File: config.mk
export PLATFORM = sky130hd
export DESIGN_NAME = scanline_rle_stream_decoder
export DESIGN_NICKNAME = d
export VERILOG_FILES = /design/src/rtl/srle_pkg.sv /design/src/rtl/srle_queue.sv /design/src/rtl/srle_front.sv /design/src/rtl/srle_back.sv /design/src/rtl/scanline_rle_stream_decoder.sv
export SDC_FILE = /design/constraint.sdc
export NUM_CORES = 1
export LEC_CHECK = 0
export CORE_ASPECT_RATIO = 0.6
export CORE_MARGIN = 1.5
export CORE_UTILIZATION = 64
export CTS_CLUSTER_DIAMETER = 30
export DETAILED_ROUTE_END_ITERATION = 10
export DONT_BUFFER_PORTS = 1
export HOLD_SLACK_MARGIN = 0.03
export PLACE_DENSITY = 0.81
export SYNTH_ARGS = -nofsm -noshare
export SYNTH_HDL_FRONTEND = slang
export SYNTH_SLANG_ARGS = --single-unit
File: constraint.sdc
create_clock -name clk -period 9.54 [get_ports clk]
set_input_delay 0.477 -clock clk [delete_from_list [all_inputs] [get_ports clk]]
set_output_delay 0.477 -clock clk [all_outputs]
set_load 0.05 [all_outputs]
File: src/rtl/srle_pkg.sv
// shared types and constants for the scanline run-length stream decoder
// no dependencies; imported by every rtl module of the block
package srle_pkg;

	localparam int LINE_WIDTH_W = 13;
	localparam logic [LINE_WIDTH_W-1:0] LINE_WIDTH_RESET = 13'd640;
	localparam int MAX_LINE_WIDTH_DEF = 4096;
	localparam int QUEUE_DEPTH = 2;

	localparam logic [7:0] TAG_NEW   = 8'd122;
	localparam logic [7:0] TAG_REUSE = 8'd51;

	localparam int OFFSET_BYTES = 8;

	typedef enum logic [1:0] {
		KIND_RUN = 2'd0,
		KIND_REF = 2'd1,
		KIND_BAD = 2'd2
	} kind_t;

	// one decoded result travelling from the parser to the output stage
	typedef struct packed {
		kind_t       kind;
		logic [7:0]  run_value;
		logic [7:0]  run_length;
		logic [63:0] reference_offset;
		logic        line_end;
	} rec_t;

	localparam int REC_W = $bits(rec_t);

endpackage

File: src/rtl/srle_queue.sv
// short flop-based queue of decoded results between parser and output stage
// depends on srle_pkg for the record type
module srle_queue import srle_pkg::*; #(
	parameter int DEPTH = QUEUE_DEPTH
) (
	input  logic clk,
	input  logic arst_n,
	input  logic push,
	input  rec_t push_rec,
	output logic full,
	input  logic pop,
	output logic nonempty,
	output rec_t head_rec
);

	localparam int PTR_W = (DEPTH > 1) ? $clog2(DEPTH) : 1;
	localparam int CNT_W = $clog2(DEPTH + 1);
	localparam logic [PTR_W-1:0] LAST_PTR = PTR_W'(DEPTH - 1);
	localparam logic [CNT_W-1:0] DEPTH_CNT = CNT_W'(DEPTH);

	rec_t             slot_q [DEPTH];
	logic [PTR_W-1:0] wr_ptr_q;
	logic [PTR_W-1:0] rd_ptr_q;
	logic [CNT_W-1:0] count_q;

	logic do_push;
	logic do_pop;

	assign full     = (count_q == DEPTH_CNT);
	assign nonempty = (count_q != '0);
	assign head_rec = slot_q[rd_ptr_q];
	assign do_push  = push && !full;
	assign do_pop   = pop && nonempty;

	always_ff @(posedge clk) begin
		if (do_push) begin
			slot_q[wr_ptr_q] <= push_rec;
		end
	end

	always_ff @(posedge clk or negedge arst_n) begin
		if (!arst_n) begin
			wr_ptr_q <= '0;
			rd_ptr_q <= '0;
			count_q  <= '0;
		end else begin
			if (do_push) begin
				wr_ptr_q <= (wr_ptr_q == LAST_PTR) ? '0 : wr_ptr_q + 1'b1;
			end
			if (do_pop) begin
				rd_ptr_q <= (rd_ptr_q == LAST_PTR) ? '0 : rd_ptr_q + 1'b1;
			end
			case ({do_push, do_pop})
				2'b10:   count_q <= count_q + 1'b1;
				2'b01:   count_q <= count_q - 1'b1;
				default: count_q <= count_q;
			endcase
		end
	end

endmodule

File: src/rtl/srle_front.sv
// byte parser: holds the line width register, classifies stream bytes and
// builds result records; depends on srle_pkg
module srle_front import srle_pkg::*; #(
	parameter int MAX_LINE_WIDTH = MAX_LINE_WIDTH_DEF
) (
	input  logic                    clk,
	input  logic                    arst_n,
	input  logic                    cfg_valid,
	output logic                    cfg_ready,
	input  logic [LINE_WIDTH_W-1:0] cfg_data,
	input  logic                    byte_valid,
	output logic                    byte_ready,
	input  logic [7:0]              byte_data,
	output logic                    push,
	output rec_t                    push_rec,
	input  logic                    queue_full
);

	// pixel counter only needs to reach the clamped width
	localparam int PW = (MAX_LINE_WIDTH > 8191) ? LINE_WIDTH_W : $clog2(MAX_LINE_WIDTH + 1);
	localparam int CW = (PW > 8) ? PW : 8;
	localparam logic [PW-1:0] MAX_W = PW'(MAX_LINE_WIDTH);
	localparam logic [2:0] LAST_OFFSET_BYTE = 3'(OFFSET_BYTES - 1);

	typedef enum logic [3:0] {
		PH_TAG    = 4'b0001,
		PH_COUNT  = 4'b0010,
		PH_VALUE  = 4'b0100,
		PH_OFFSET = 4'b1000
	} phase_t;

	logic [LINE_WIDTH_W-1:0] line_width_q;
	phase_t                  phase_q, phase_d;
	logic [7:0]              count_q, count_d;
	logic [PW-1:0]           pixels_q, pixels_d;
	logic [63:0]             offset_q, offset_d;
	logic [2:0]              obytes_q, obytes_d;

	logic          accept;
	logic [PW-1:0] eff_w;
	logic [PW-1:0] remaining;
	logic [CW-1:0] count_ext;
	logic [CW-1:0] remain_ext;
	logic [CW-1:0] run_ext;
	logic [63:0]   offset_shifted;

	assign cfg_ready  = 1'b1;
	assign byte_ready = !queue_full;
	assign accept     = byte_valid && byte_ready;

	assign eff_w = (32'(line_width_q) > 32'(MAX_LINE_WIDTH)) ? MAX_W : line_width_q[PW-1:0];
	assign remaining  = (eff_w > pixels_q) ? (eff_w - pixels_q) : '0;
	assign count_ext  = CW'(count_q);
	assign remain_ext = CW'(remaining);
	assign run_ext    = (count_ext < remain_ext) ? count_ext : remain_ext;
	// little-endian offset: each byte enters at the top and shifts down
	assign offset_shifted = {byte_data, offset_q[63:8]};

	always_comb begin
		phase_d  = phase_q;
		count_d  = count_q;
		pixels_d = pixels_q;
		offset_d = offset_q;
		obytes_d = obytes_q;
		push     = 1'b0;
		push_rec = '{kind: KIND_RUN, run_value: 8'd0, run_length: 8'd0,
			reference_offset: 64'd0, line_end: 1'b0};
		case (phase_q)
			PH_TAG: begin
				if (byte_data == TAG_NEW) begin
					pixels_d = '0;
					if (eff_w == '0) begin
						push              = 1'b1;
						push_rec.line_end = 1'b1;
					end else begin
						phase_d = PH_COUNT;
					end
				end else if (byte_data == TAG_REUSE) begin
					offset_d = '0;
					obytes_d = '0;
					phase_d  = PH_OFFSET;
				end else begin
					push               = 1'b1;
					push_rec.kind      = KIND_BAD;
					push_rec.run_value = byte_data;
				end
			end
			PH_COUNT: begin
				count_d = byte_data;
				phase_d = PH_VALUE;
			end
			PH_VALUE: begin
				if (remaining == '0) begin
					phase_d            = PH_TAG;
					push               = 1'b1;
					push_rec.run_value = byte_data;
					push_rec.line_end  = 1'b1;
				end else if (count_q == 8'd0) begin
					phase_d = PH_COUNT;
				end else begin
					pixels_d            = pixels_q + PW'(run_ext);
					push                = 1'b1;
					push_rec.run_value  = byte_data;
					push_rec.run_length = run_ext[7:0];
					if (run_ext == remain_ext) begin
						phase_d           = PH_TAG;
						push_rec.line_end = 1'b1;
					end else begin
						phase_d = PH_COUNT;
					end
				end
			end
			PH_OFFSET: begin
				if (obytes_q == LAST_OFFSET_BYTE) begin
					push                      = 1'b1;
					push_rec.kind             = KIND_REF;
					push_rec.reference_offset = offset_shifted;
					push_rec.line_end         = 1'b1;
					offset_d                  = '0;
					obytes_d                  = '0;
					phase_d                   = PH_TAG;
				end else begin
					offset_d = offset_shifted;
					obytes_d = obytes_q + 3'd1;
				end
			end
			default: begin
				phase_d = PH_TAG;
			end
		endcase
		if (!accept) begin
			push = 1'b0;
		end
	end

	always_ff @(posedge clk or negedge arst_n) begin
		if (!arst_n) begin
			line_width_q <= LINE_WIDTH_RESET;
			phase_q      <= PH_TAG;
			count_q      <= '0;
			pixels_q     <= '0;
			offset_q     <= '0;
			obytes_q     <= '0;
		end else begin
			if (cfg_valid) begin
				line_width_q <= cfg_data;
			end
			if (accept) begin
				phase_q  <= phase_d;
				count_q  <= count_d;
				pixels_q <= pixels_d;
				offset_q <= offset_d;
				obytes_q <= obytes_d;
			end
		end
	end

endmodule

File: src/rtl/srle_back.sv
// output stage: takes records off the queue into a registered master beat
// depends on srle_pkg for the record type
module srle_back import srle_pkg::*; (
	input  logic        clk,
	input  logic        arst_n,
	input  logic        rec_valid,
	input  rec_t        rec,
	output logic        pop,
	output logic        m_axis_tvalid,
	input  logic        m_axis_tready,
	output logic [79:0] m_axis_tdata,
	output logic [1:0]  m_axis_tuser,
	output logic        m_axis_tlast
);

	logic        valid_q;
	logic [79:0] data_q;
	logic [1:0]  user_q;
	logic        last_q;

	assign pop = rec_valid && (!valid_q || m_axis_tready);

	always_ff @(posedge clk or negedge arst_n) begin
		if (!arst_n) begin
			valid_q <= 1'b0;
		end else if (!valid_q || m_axis_tready) begin
			valid_q <= rec_valid;
		end
	end

	always_ff @(posedge clk) begin
		if (pop) begin
			data_q <= {rec.reference_offset, rec.run_length, rec.run_value};
			user_q <= rec.kind;
			last_q <= rec.line_end;
		end
	end

	assign m_axis_tvalid = valid_q;
	assign m_axis_tdata  = data_q;
	assign m_axis_tuser  = user_q;
	assign m_axis_tlast  = last_q;

endmodule

File: src/rtl/scanline_rle_stream_decoder.sv
// top level of the scanline run-length stream decoder
// joins srle_front, srle_queue and srle_back; depends on srle_pkg
//
// channel   dir  beat content
// --------  ---  ------------------------------------------------------------
// s_axis    in   one compressed stream byte (tag, count, value or offset byte)
// cfg       in   line_width, pixels per scanline (13 bits)
// m_axis    out  one decoded result: run, reuse reference or bad tag
//
// one input byte per cycle while the queue is not full; the parser updates its state in the
// cycle the byte is taken, so bytes may follow back to back
// a result is written into the two-entry queue by the byte that causes it and
// passes from the queue head into the output register
// the input stalls only when the queue is full, i.e. when m_axis has been held
// off long enough to back up both queue entries behind the output register
// reset brings line_width to 640 and the parser back to awaiting a tag byte
module scanline_rle_stream_decoder import srle_pkg::*; #(
	parameter int MAX_LINE_WIDTH = MAX_LINE_WIDTH_DEF
) (
	input  logic                    clk,
	input  logic                    arst_n,
	// slave stream of compressed bytes
	input  logic                    s_axis_tvalid,
	output logic                    s_axis_tready,
	input  logic [7:0]              s_axis_tdata,  // [7:0] in_byte
	// line width register write
	input  logic                    cfg_valid,
	output logic                    cfg_ready,
	input  logic [LINE_WIDTH_W-1:0] cfg_data,      // [12:0] line_width
	// master stream of results
	output logic                    m_axis_tvalid,
	input  logic                    m_axis_tready,
	output logic [79:0]             m_axis_tdata,  // [7:0] run_value, [15:8] run_length,
	                                               // [79:16] reference_offset
	output logic [1:0]              m_axis_tuser,  // [1:0] kind
	output logic                    m_axis_tlast   // line_end
);

	// parser to queue
	logic push;
	rec_t push_rec;
	logic queue_full;

	// queue to output stage
	logic pop;
	logic head_valid;
	rec_t head_rec;

	// front: owns all parse state and clips runs to the width still missing
	srle_front #(
		.MAX_LINE_WIDTH(MAX_LINE_WIDTH)
	) u_front (
		.clk       (clk),
		.arst_n    (arst_n),
		.cfg_valid (cfg_valid),
		.cfg_ready (cfg_ready),
		.cfg_data  (cfg_data),
		.byte_valid(s_axis_tvalid),
		.byte_ready(s_axis_tready),
		.byte_data (s_axis_tdata),
		.push      (push),
		.push_rec  (push_rec),
		.queue_full(queue_full)
	);

	// decouples parser from output back-pressure
	srle_queue #(
		.DEPTH(QUEUE_DEPTH)
	) u_queue (
		.clk     (clk),
		.arst_n  (arst_n),
		.push    (push),
		.push_rec(push_rec),
		.full    (queue_full),
		.pop     (pop),
		.nonempty(head_valid),
		.head_rec(head_rec)
	);

	// back: registered master beat, refilled in the cycle it is taken
	srle_back u_back (
		.clk          (clk),
		.arst_n       (arst_n),
		.rec_valid    (head_valid),
		.rec          (head_rec),
		.pop          (pop),
		.m_axis_tvalid(m_axis_tvalid),
		.m_axis_tready(m_axis_tready),
		.m_axis_tdata (m_axis_tdata),
		.m_axis_tuser (m_axis_tuser),
		.m_axis_tlast (m_axis_tlast)
	);

endmodule

==> results of run 1 <==
[cell usage in the layout, fill, tap and decap left out, drive strengths merged, types with 7 or more instances in the layout]
cell    count
a21boi      7
a21o        9
a21oi      29
and2       10
and2b       7
and3       67
buf        10
clkbuf     49
clkinv     11
dfrtp      99
edfxtp    249
ha         37
inv        39
mux2      116
nand2     144
nand3      11
nor2       47
nor2b      15
nor3       15
o21ai      80
xnor2      11
xor2       12
[power breakdown]
part	switching, mW	leakage [nW]	internal, mW	total, mW
clock network	0.638	0.666	0.931	1.57
registers	0.627	3.79	2.00	2.63
logic	0.570	2.30	0.332	0.903
[path summary, 6_finish.rpt]
check	to	start	cells after the start	slack [ps]
max	u_front.pixels_q[12]	u_front.line_width_q[12]	25	2040
min	u_front.offset_q[62]	s_axis_tdata[6]	2	80
max reg2reg	u_front.pixels_q[12]	u_front.line_width_q[12]	25	2040
min reg2reg	u_front.offset_q[10]	u_front.offset_q[10]	2	480
max in group asynchronous	u_queue.rd_ptr_q	arst_n	2	8510
min in group asynchronous	u_front.pixels_q[6]	arst_n	2	500
[kinds of logic (layout without fill, tap and decap cells)]
| group | after synthesis | count (layout) | share of synthesized area [%] |
|---|---|---|---|
| and+or+nand+nor | 360 | 360 | 11.6 |
| DFF | 351 | 351 | 64.7 |
| AOI/OAI and AO/OA | 182 | 182 | 7.96 |
| muxes | 119 | 119 | 8.71 |
| buffers and inverters | 90 | 119 | 2.37 |
| adders and majority gates | 39 | 39 | 3.24 |
| xor gates and xnor gates | 23 | 23 | 1.35 |
| other | 2 | 5 | 0.0484 |
[area by class of cell]
class | count | area share (%)
Sequential cell | 351 | 58.2
Multi-Input combinational cell | 728 | 30.0
Clock buffer | 49 | 6.42
Tap cell | 315 | 2.28
Clock inverter | 25 | 1.69
Inverter | 33 | 0.718
Timing Repair Buffer | 12 | 0.667
[layer usage]
layer / GRT usage (%) / up-vias
met5: 0 / -
met4: 5.97 / 0
met3: 8.90 / 36
met2: 36.3 / 430
met1: 46.5 / 4726
li1: - / 4314
[Yosys cell counts (6+ instances only)]
master / count / share of area [%]
and2b_1: 7 / 0.34
edfxtp_1: 249 / 48
nand2_1: 144 / 3.5
mux2_2: 112 / 8.1
and2_1: 8 / 0.32
xnor2_1: 11 / 0.62
and3_1: 67 / 2.7
nor3_1: 15 / 0.48
ha_1: 37 / 3.0
nor2b_1: 15 / 0.60
a21boi_0: 6 / 0.29
xor2_1: 11 / 0.62
nand4_1: 6 / 0.24
nor2_1: 47 / 1.1
dfrtp_1: 99 / 16
a21oi_1: 25 / 0.81
o21ai_0: 78 / 2.5
buf_2: 6 / 0.19
nand3_1: 11 / 0.35
nand3b_1: 6 / 0.29
inv_1: 33 / 0.80
clkbuf_1: 46 / 1.1
a21o_1: 9 / 0.44
[critical path: stages (launching register included)]
cell      delay [ps]
dfrtp_1          680
nor2b_1          140
ha_1             440
nand3b_1         210
a21oi_1          320
nor2_1           130
a31o_1           310
or3_1            480
ha_1             310
a21o_1           190
a21oi_1          150
o211ai_1         110
a311oi_1         400
nor2_1           200
nand2_1          290
mux2_2           400
ha_1             230
fa_1             410
a21o_1           200
a211oi_1         240
nor2_1           100
o41a_1           360
and4_1           240
o31a_1           280
o221a_2          260
a311o_1          300
[state kept, by name, indices dropped and copies added, names as in the netlist]
name / count
u_back.m_axis_tuser: 2
u_front.obytes_q: 3
u_queue.rd_ptr_q: 1
u_back.m_axis_tvalid: 1
u_front.offset_q: 56
u_front.count_q: 8
u_queue.count_q: 2
u_queue.wr_ptr_q: 1
u_front.line_width_q: 13
u_back.m_axis_tlast: 1
u_queue.slot_q: 166
u_front.pixels_q: 13
u_back.m_axis_tdata: 80
u_front.phase_q: 4
==> results.ini, run 1 <==
[cells_and_area]
fin_cells=1513
fillers=1531
multi_input_area_um2=5180
fin_area_um2=17300
drive_above_1_share_pct=18.9
ff_latch_area_um2=10000
syn2layout_area_growth_pct=11.2
final_util_pct=73.5
diodes=0
nNetsFinal=1231

[synth]
ys_ff_latch=351
netlist_instances=1166
synthFlopType=edfxtp_1
synth_warnings=0
synth_area_um2=15500
ys_seq_area_share_pct=64.7
yosys.cell_types.count=83
synthArstFlopShare_pct=29.1
synth_edf_count=249
syn_area_per_cell_um2=13.3

[placement]
io_buffers=0
dp_hpwl_um=22200
gp_congestion=0.930
dpl_cell_area_um2=15800
place_ws_ps=2250
placedCellCount=1436

[detailed_routing]
vias=9506
drc=0
wire_per_inst_um=22.7
wl_met3_um=3890
drt_iter0_drc=870
wl_met1_um=16600
drt_pass1_iterations=5
highest_layer=met4
routed_wl_um=34300
dr_wl_met2_um=13500
ant_nets=0
vias_per_cell=6.28

[critical_path]
startpoint_type=flop
crit_required_ps=9960
path_class=flop to flop
worstPathMaxFanout=15
arrival_ps=7930
worstSetupEndpointType=flop

[floorplan]
core_area_um2=23500
dieArea_um2=25200
start_util_pct=66.1
io_pins=112
rows=43
dieHeight_um=124
die_width_um=204

[grt]
grt_pass1_vias=9095
antenna_found_initial=0
grt_usage_pct=28.3
grt_max_degree=117
overflow=0
grt_pass1_wl_um=53000

[clocking]
root_buffer=clkbuf_16
h-tree-depth=2
numCtsBuffers=40
clock_path_buffers=3
clkSlewWorstSetupHoldPaths_ps=60
cts.sinks=351
ctsResizeCount=0
clock_latency_ps=540
cts_hold_buf=3
cts_setup_buffers=0
cts_tree=yes

[timing]
setup_slack_ps=2040
grt_setup_unrepaired=false
hold_violations=0
finalMaxSlewViolations=0
tightest_slew_ps=1200
hold_ws_ps=79.6
period_share_pct=78.7
fmax_mhz=133
setup_viol=0
slew_headroom_pct=19.0
period_needed_ps=7500
setup_tns_ps=0
finClkSkew_ps=17.1

[power_and_ir_drop]
finalPower_mw=5.10
p_leak_nw=6.76
worst_ir_drop_vdd_mv=0.218
power_density_nw_per_um2=296

[job]
maxCapViolations=0

[worst_hold_path]
hold_class=input port to flop

[outcome]
outcome=finished, final reports clean

(Power assumes the default switching activity.)
==> inputs of run 2 (changes only) <==
clock period = 7.5 ns   (was 9.54 ns; I/O delays follow)
==> run 2 against run 1 <==
  * Worst hold slack worse by 19 ps
  * Core utilization up 2.0 points
  * Die area unchanged
  * Routed wire length grew 3.1%
  * Clock power rose by 34%
  * Via count up 1.6%
  * Global-route usage increased by 0.51 points
  * First-iteration DRC count increased by 17%
==> results.ini, run 2 (synthesized netlist as in run 1, its figures left out) <==
[outcome]
outcome=finished, final reports clean

[power_and_ir_drop]
clockPowerShare_pct=31.7  ; +0.9 points
switchingPower_mw=2.37  ; +29%
p_leak_nw=6.96  ; +3.1%
worst_ir_drop_vdd_mv=0.279  ; +28%
finalPower_mw=6.63  ; +30%
swShare_pct=35.8  ; -0.15 points
p_seq_share_pct=50.7  ; -0.8 points
pwr-share-comb_pct=17.6  ; about the same
p_int_mw=4.25  ; +30%
power_density_nw_per_um2=374  ; +26%

[detailed_routing]
ant_nets=0  ; unchanged
drc=0  ; unchanged
drt_pass1_iterations=6  ; +1
wire_per_inst_um=22.7  ; +0.14%
routed_wl_um=35400  ; +3.1%
drt_iter0_drc=1015  ; +17%
vias_per_cell=6.20  ; -1.3%
vias=9658  ; +1.6%

[grt]
antenna_found_initial=2  ; +2
overflow=0  ; unchanged
grt_usage_pct=28.8  ; +0.51 points
grt_pass1_vias=9359  ; +2.9%
grt_pass1_wl_um=53900  ; +1.7%
grt_max_degree=117  ; unchanged

[timing]
period_share_pct=94.2  ; +16 points
setup_tns_ps=0  ; unchanged
hold_violations=0  ; unchanged
fmax_mhz=142  ; +6.2%
grt_setup_unrepaired=false
setup_slack_ps=434  ; -1600 ps
tightest_slew_ps=1140  ; -62.1 ps
period_needed_ps=7070  ; -438 ps
hold_ws_ps=60.8  ; -18.8 ps
setup_viol=0  ; unchanged
slew_headroom_pct=23.9  ; +4.9 points
finClkSkew_ps=21.2  ; +4.13 ps
finalMaxSlewViolations=0  ; unchanged

[floorplan]
dieArea_um2=25200  ; unchanged
start_util_pct=66.1  ; unchanged
core_area_um2=23500  ; unchanged
die_width_um=204  ; unchanged
dieHeight_um=124  ; unchanged
io_pins=112  ; unchanged
rows=43  ; unchanged

[cells_and_area]
final_util_pct=75.6  ; +2.0 points
fin_cells=1557  ; +2.9%
fin_area_um2=17700  ; +2.7%
top_register=u_queue.slot_q
ff_latch_area_um2=10000  ; about the same
fillers=1433  ; -6.4%
final_common_cell=edfxtp_1
largest_reg_flops=166  ; unchanged
multi_input_area_um2=5180  ; unchanged
nNetsFinal=1270  ; +3.2%
layout_common_cells=edfxtp_1, nand2_1, mux2_2, dfrtp_1, o21ai_0
syn2layout_area_growth_pct=14.3
drive_above_1_share_pct=19.0  ; +0.087 points

[critical_path]
worstPathMaxFanout=15  ; unchanged
worstSetupEndpointType=flop
startpoint_type=flop
path_class=flop to flop
arrival_ps=7470  ; -460 ps
crit_required_ps=7910  ; -2050 ps

[clocking]
root_buffer=clkbuf_16
clock_latency_ps=550  ; about the same
cts.sinks=351  ; unchanged
clock_path_buffers=3  ; unchanged
cts_tree=yes
numCtsBuffers=43  ; +7.5%
h-tree-depth=2  ; unchanged
clkSlewWorstSetupHoldPaths_ps=60  ; about the same

[placement]
dpl_cell_area_um2=15800  ; +0.17%
place_ws_ps=447  ; -1810 ps
gp_congestion=0.922  ; -0.91%
placedCellCount=1438  ; +0.14%
dp_hpwl_um=22000  ; -0.83%
io_buffers=0  ; unchanged

[worst_hold_path]
hold_class=input port to flop

[job]
maxCapViolations=0  ; unchanged

run 2: cell count changes in the layout (fill, tap and decap cells not counted), moves of 2 or more:
cell / previous run / this run
clkinv_8: 2 / 4
clkinv_4: 8 / 1
diode_2: 0 / 2
inv_4: 0 / 2
dlygate4sd3_1: 2 / 36
inv_8: 2 / 4
clkinv_2: 0 / 3
clkbuf_16: 42 / 45
run 2: per-layer routing:
metal	GRT usage, %	wire [um]	vias to the layer above	part of all wire, %
met5	2.38	83	-	0.23
met4	6.34	360	2	1.0
met3	8.50	3400	36	9.6
met2	39.0	14500	426	41
met1	45.5	17000	4809	48
li1	-	-	4385	-
run 2: final cells by class:
type	count	area share, %
Clock buffer	50	6.57
Multi-Input combinational cell	728	29.2
Tap cell	315	2.22
Inverter	33	0.699
Antenna cell	2	0.0282
Clock inverter	30	1.88
Timing Repair Buffer	48	2.73
Sequential cell	351	56.6
run 2: final timing paths:
check | depth (start not counted) | start | endpoint | slack [ps]
worst max-delay path | 25 | u_front.line_width_q[12] | u_front.pixels_q[12] | 430
worst min-delay path | 1 | s_axis_tdata[5] | u_queue.slot_q[1][78] | 60
worst max register to register | 25 | u_front.line_width_q[12] | u_front.pixels_q[12] | 430
worst min register to register | 2 | u_front.offset_q[11] | u_front.offset_q[11] | 480
max in group asynchronous | 2 | arst_n | u_queue.rd_ptr_q | 6560
min in group asynchronous | 2 | arst_n | u_front.pixels_q[5] | 420
run 2: critical path, stage by stage (launching register included):
cell and delay, ps:
dfrtp_2 530, nor2b_1 90, ha_1 550, nand4_1 140, a21oi_1 270, nor2_1 140
a31o_1 310, or3_1 500, ha_1 220, a21o_1 170, a21oi_1 190, o211ai_1 130
a311oi_1 380, nor2_1 170, nand2_1 120, mux2_2 360, ha_1 230, fa_1 440
a21o_1 200, a211oi_1 240, nor2_1 90, o41a_1 370, and4_1 240, o31a_1 280
o221a_2 250, a311o_1 320
run 2: repair_timing:
item	4_1_cts	5_1_grt
endpoints found under the hold margin	132	0
setup buffers	0	0
resized for setup	0	1
hold buffers	37	0
setup endpoints to repair	0	1
run 2: power by group through the flow:
stage / clock (mW) / sequential, mW / combinational (mW)
2_1_floorplan: 0 / 3.32 / 0.853
3_3_place_gp: 0 / 3.38 / 1.09
3_5_place_dp: 0 / 3.39 / 1.10
4_1_cts: 2.13 / 3.36 / 1.16
5_1_grt: 2.20 / 3.39 / 1.26
6_report: 2.10 / 3.36 / 1.17
==> inputs of run 3 (changes only) <==
ABC_AREA = 1   (was unset)
CORE_UTILIZATION = 63   (was 64)
PLACE_DENSITY = 0.8   (was 0.81)
==> run 3 against run 2 <==
  * Register-to-register slack improved by 290 ps
  * Highest routed layer is now met4
  * Clock power about the same
  * Critical path type unchanged
  * Setup slack improved by 290 ps
  * Critical endpoint unchanged
  * Routed wire length up 1.5%
==> results.ini, run 3 <==
[outcome]
outcome=finished, final reports clean

[critical_path]
r2r_setup_slack_ps=720  ; +290 ps
crit_top_cell=nand2_1
path_delay_family=simple AND/OR/NAND/NOR gates
rr_startpoint=u_front.line_width_q[8]
crit_path_max_incr_delay_ps=490  ; -60 ps
worstPathMaxFanout=12  ; -3
arrival_ps=7200  ; -270 ps
path_buf_inv=5  ; +5
startpoint_type=flop
regToRegEndpoint=u_front.pixels_q[12]
cp-startpoint=u_front.line_width_q[8]
cp_slowest_cell=fa_1
worstSetupEndpointType=flop
crit_required_ps=7920  ; about the same
endpoint=u_front.pixels_q[12]
rr_worst_depth=40  ; +60%
crit_cells=40  ; +60%
path_class=flop to flop

[floorplan]
dieHeight_um=123  ; about the same
start_util_pct=65.1  ; -1.0 points
core_area_um2=23400  ; -0.23%
dieArea_um2=25200  ; -0.17%
rows=43  ; unchanged
die_width_um=204  ; about the same
io_pins=112  ; unchanged

[timing]
tightest_slew_ps=1020  ; -125 ps
finClkSkew_ps=11.0  ; -10.3 ps
setup_tns_ps=0  ; unchanged
period_needed_ps=6780  ; -286 ps
slew_headroom_pct=32.2  ; +8.3 points
fmax_mhz=147  ; +4.2%
setup_slack_ps=720  ; +286 ps
grt_setup_unrepaired=false
finalMaxSlewViolations=0  ; unchanged
hold_violations=0  ; unchanged
setup_viol=0  ; unchanged
period_share_pct=90.4  ; -3.8 points

[grt]
grt_max_degree=119  ; +1.7%
grt_usage_pct=29.6  ; +0.80 points
overflow=0  ; unchanged
antenna_found_initial=0  ; -2
grt_pass1_vias=9956  ; +6.4%
grt_pass1_wl_um=55900  ; +3.8%

[synth]
yosys.area.top_type=edfxtp_1
ys_ff_latch=351  ; unchanged
synth.top_cell.area_share_pct=49.1  ; +0.85 points
synth_edf_count=249  ; unchanged
synth_warnings=0  ; unchanged
yosys.cell_count.top_type=nand2_1
netlist_instances=1463  ; +25%
synthFlopType=edfxtp_1
synth_area_leaders=edfxtp_1, dfrtp_1, nand2_1
netlist_top_cells_count=nand2_1, edfxtp_1, inv_1
synth_area_um2=15200  ; -1.7%
ys_seq_area_share_pct=65.8  ; +1.1 points
yosys.cell_types.count=52  ; -37%
syn_area_per_cell_um2=10.4  ; -22%
synthArstFlopShare_pct=29.1  ; unchanged

[worst_hold_path]
hold_class=input port to flop

[placement]
io_buffers=0  ; unchanged
place_ws_ps=1050  ; +606 ps
dp_hpwl_um=22800  ; +3.3%
gp_congestion=0.950  ; +3.1%

[detailed_routing]
wire_per_inst_um=19.5  ; -14%
ant_nets=0  ; unchanged
drt_pass1_iterations=6  ; unchanged
routed_wl_um=35900  ; +1.5%
drt_iter0_drc=1228  ; +21%
drc=0  ; unchanged
vias_per_cell=5.81  ; -6.4%
vias=10700  ; +10%

[power_and_ir_drop]
finalPower_mw=8.13  ; +23%
p_leak_nw=7.33  ; +5.3%
power_density_nw_per_um2=470  ; +26%
worst_ir_drop_vdd_mv=0.551  ; +98%

[clocking]
clock_latency_ps=540  ; about the same
cts_tree=yes
root_buffer=clkbuf_16
clock_path_buffers=3  ; unchanged
clkSlewWorstSetupHoldPaths_ps=60  ; about the same
numCtsBuffers=40  ; -7.0%
h-tree-depth=2  ; unchanged
cts.sinks=351  ; unchanged
cts_setup_buffers=0  ; unchanged

[cells_and_area]
diodes=0  ; -2
layout_common_cells=nand2_1, edfxtp_1, inv_1, nor2_1, dfrtp_1
syn2layout_area_growth_pct=13.4
final_util_pct=73.9  ; -1.7 points
nNetsFinal=1556  ; +23%
final_common_cell=nand2_1
largest_reg_flops=166  ; unchanged
drive_above_1_share_pct=8.54  ; -10 points
top_register=u_queue.slot_q

[job]
maxCapViolations=0  ; unchanged

[run 3: layer usage]
layer | track usage, % | share of wire (%) | wire length, um
met1 | 47.1 | 47 | 16800
met2 | 41.3 | 42 | 14900
met3 | 6.93 | 10 | 3770
met4 | 5.93 | 1.2 | 442
met5 | 0 | 0 | 0
[run 3: metrics by stage]
step | hold slack [ps] | std cells | area, um2
2_1_floorplan | 79.4 | 1466 | 15300
3_3_place_gp | 80.9 | 1740 | 15600
3_5_place_dp | 81.3 | 1740 | 15600
4_1_cts | 84.1 | 1838 | 17300
5_1_grt | 126 | 1838 | 17300
6_report | 90.3 | 1838 | 17300
[run 3: report_power, final]
| group | internal [mW] | switching (mW) | total, mW |
|---|---|---|---|
| logic | 0.514 | 1.48 | 2.00 |
| registers | 2.89 | 1.13 | 4.02 |
| clock network | 1.31 | 0.808 | 2.11 |
[run 3: worst min-delay path by stage]
stage,start,end,slack (ps),cells after the start
3_3_place_gp,arst_n,u_back.m_axis_tvalid,80,0
4_1_cts,s_axis_tdata[5],u_front.count_q[5],80,2
5_1_grt,s_axis_tdata[5],u_front.count_q[5],130,2
6_report,s_axis_tdata[5],u_front.count_q[5],90,2
2_1_floorplan,arst_n,u_back.m_axis_tvalid,80,0
3_5_place_dp,arst_n,u_back.m_axis_tvalid,80,0
[run 3: logic make-up (layout without fill, tap and decap cells)]
kind of cell             Yosys count  after routing  share of synthesized area [%]
AO/OA/AOI/OAI                    154            154                           5.59
XOR/XNOR                           7              7                          0.402
adder cells (fa/ha/maj)           39             39                           3.30
buffers and inverters            225            282                           5.67
flip-flops                       351            351                           65.8
multiplexers                       2              2                          0.148
other                              2              5                         0.0493
AND/OR/NAND/NOR                  683            683                           19.0
[run 3: final cells by class]
class                   count  area [um2]
flip-flops and latches    351       10000
well taps                 315         394
multi-input cells         890        4390
clock buffers              50        1100
repair buffers             33         338
clock inverters            24         369
inverters                 175         659
fillers                  1534        6110
[run 3: timing repair]
item                      in CTS  in global routing
gates resized for setup        0                  0
hold buffers                  24                  0
hold endpoints to repair     123                  0
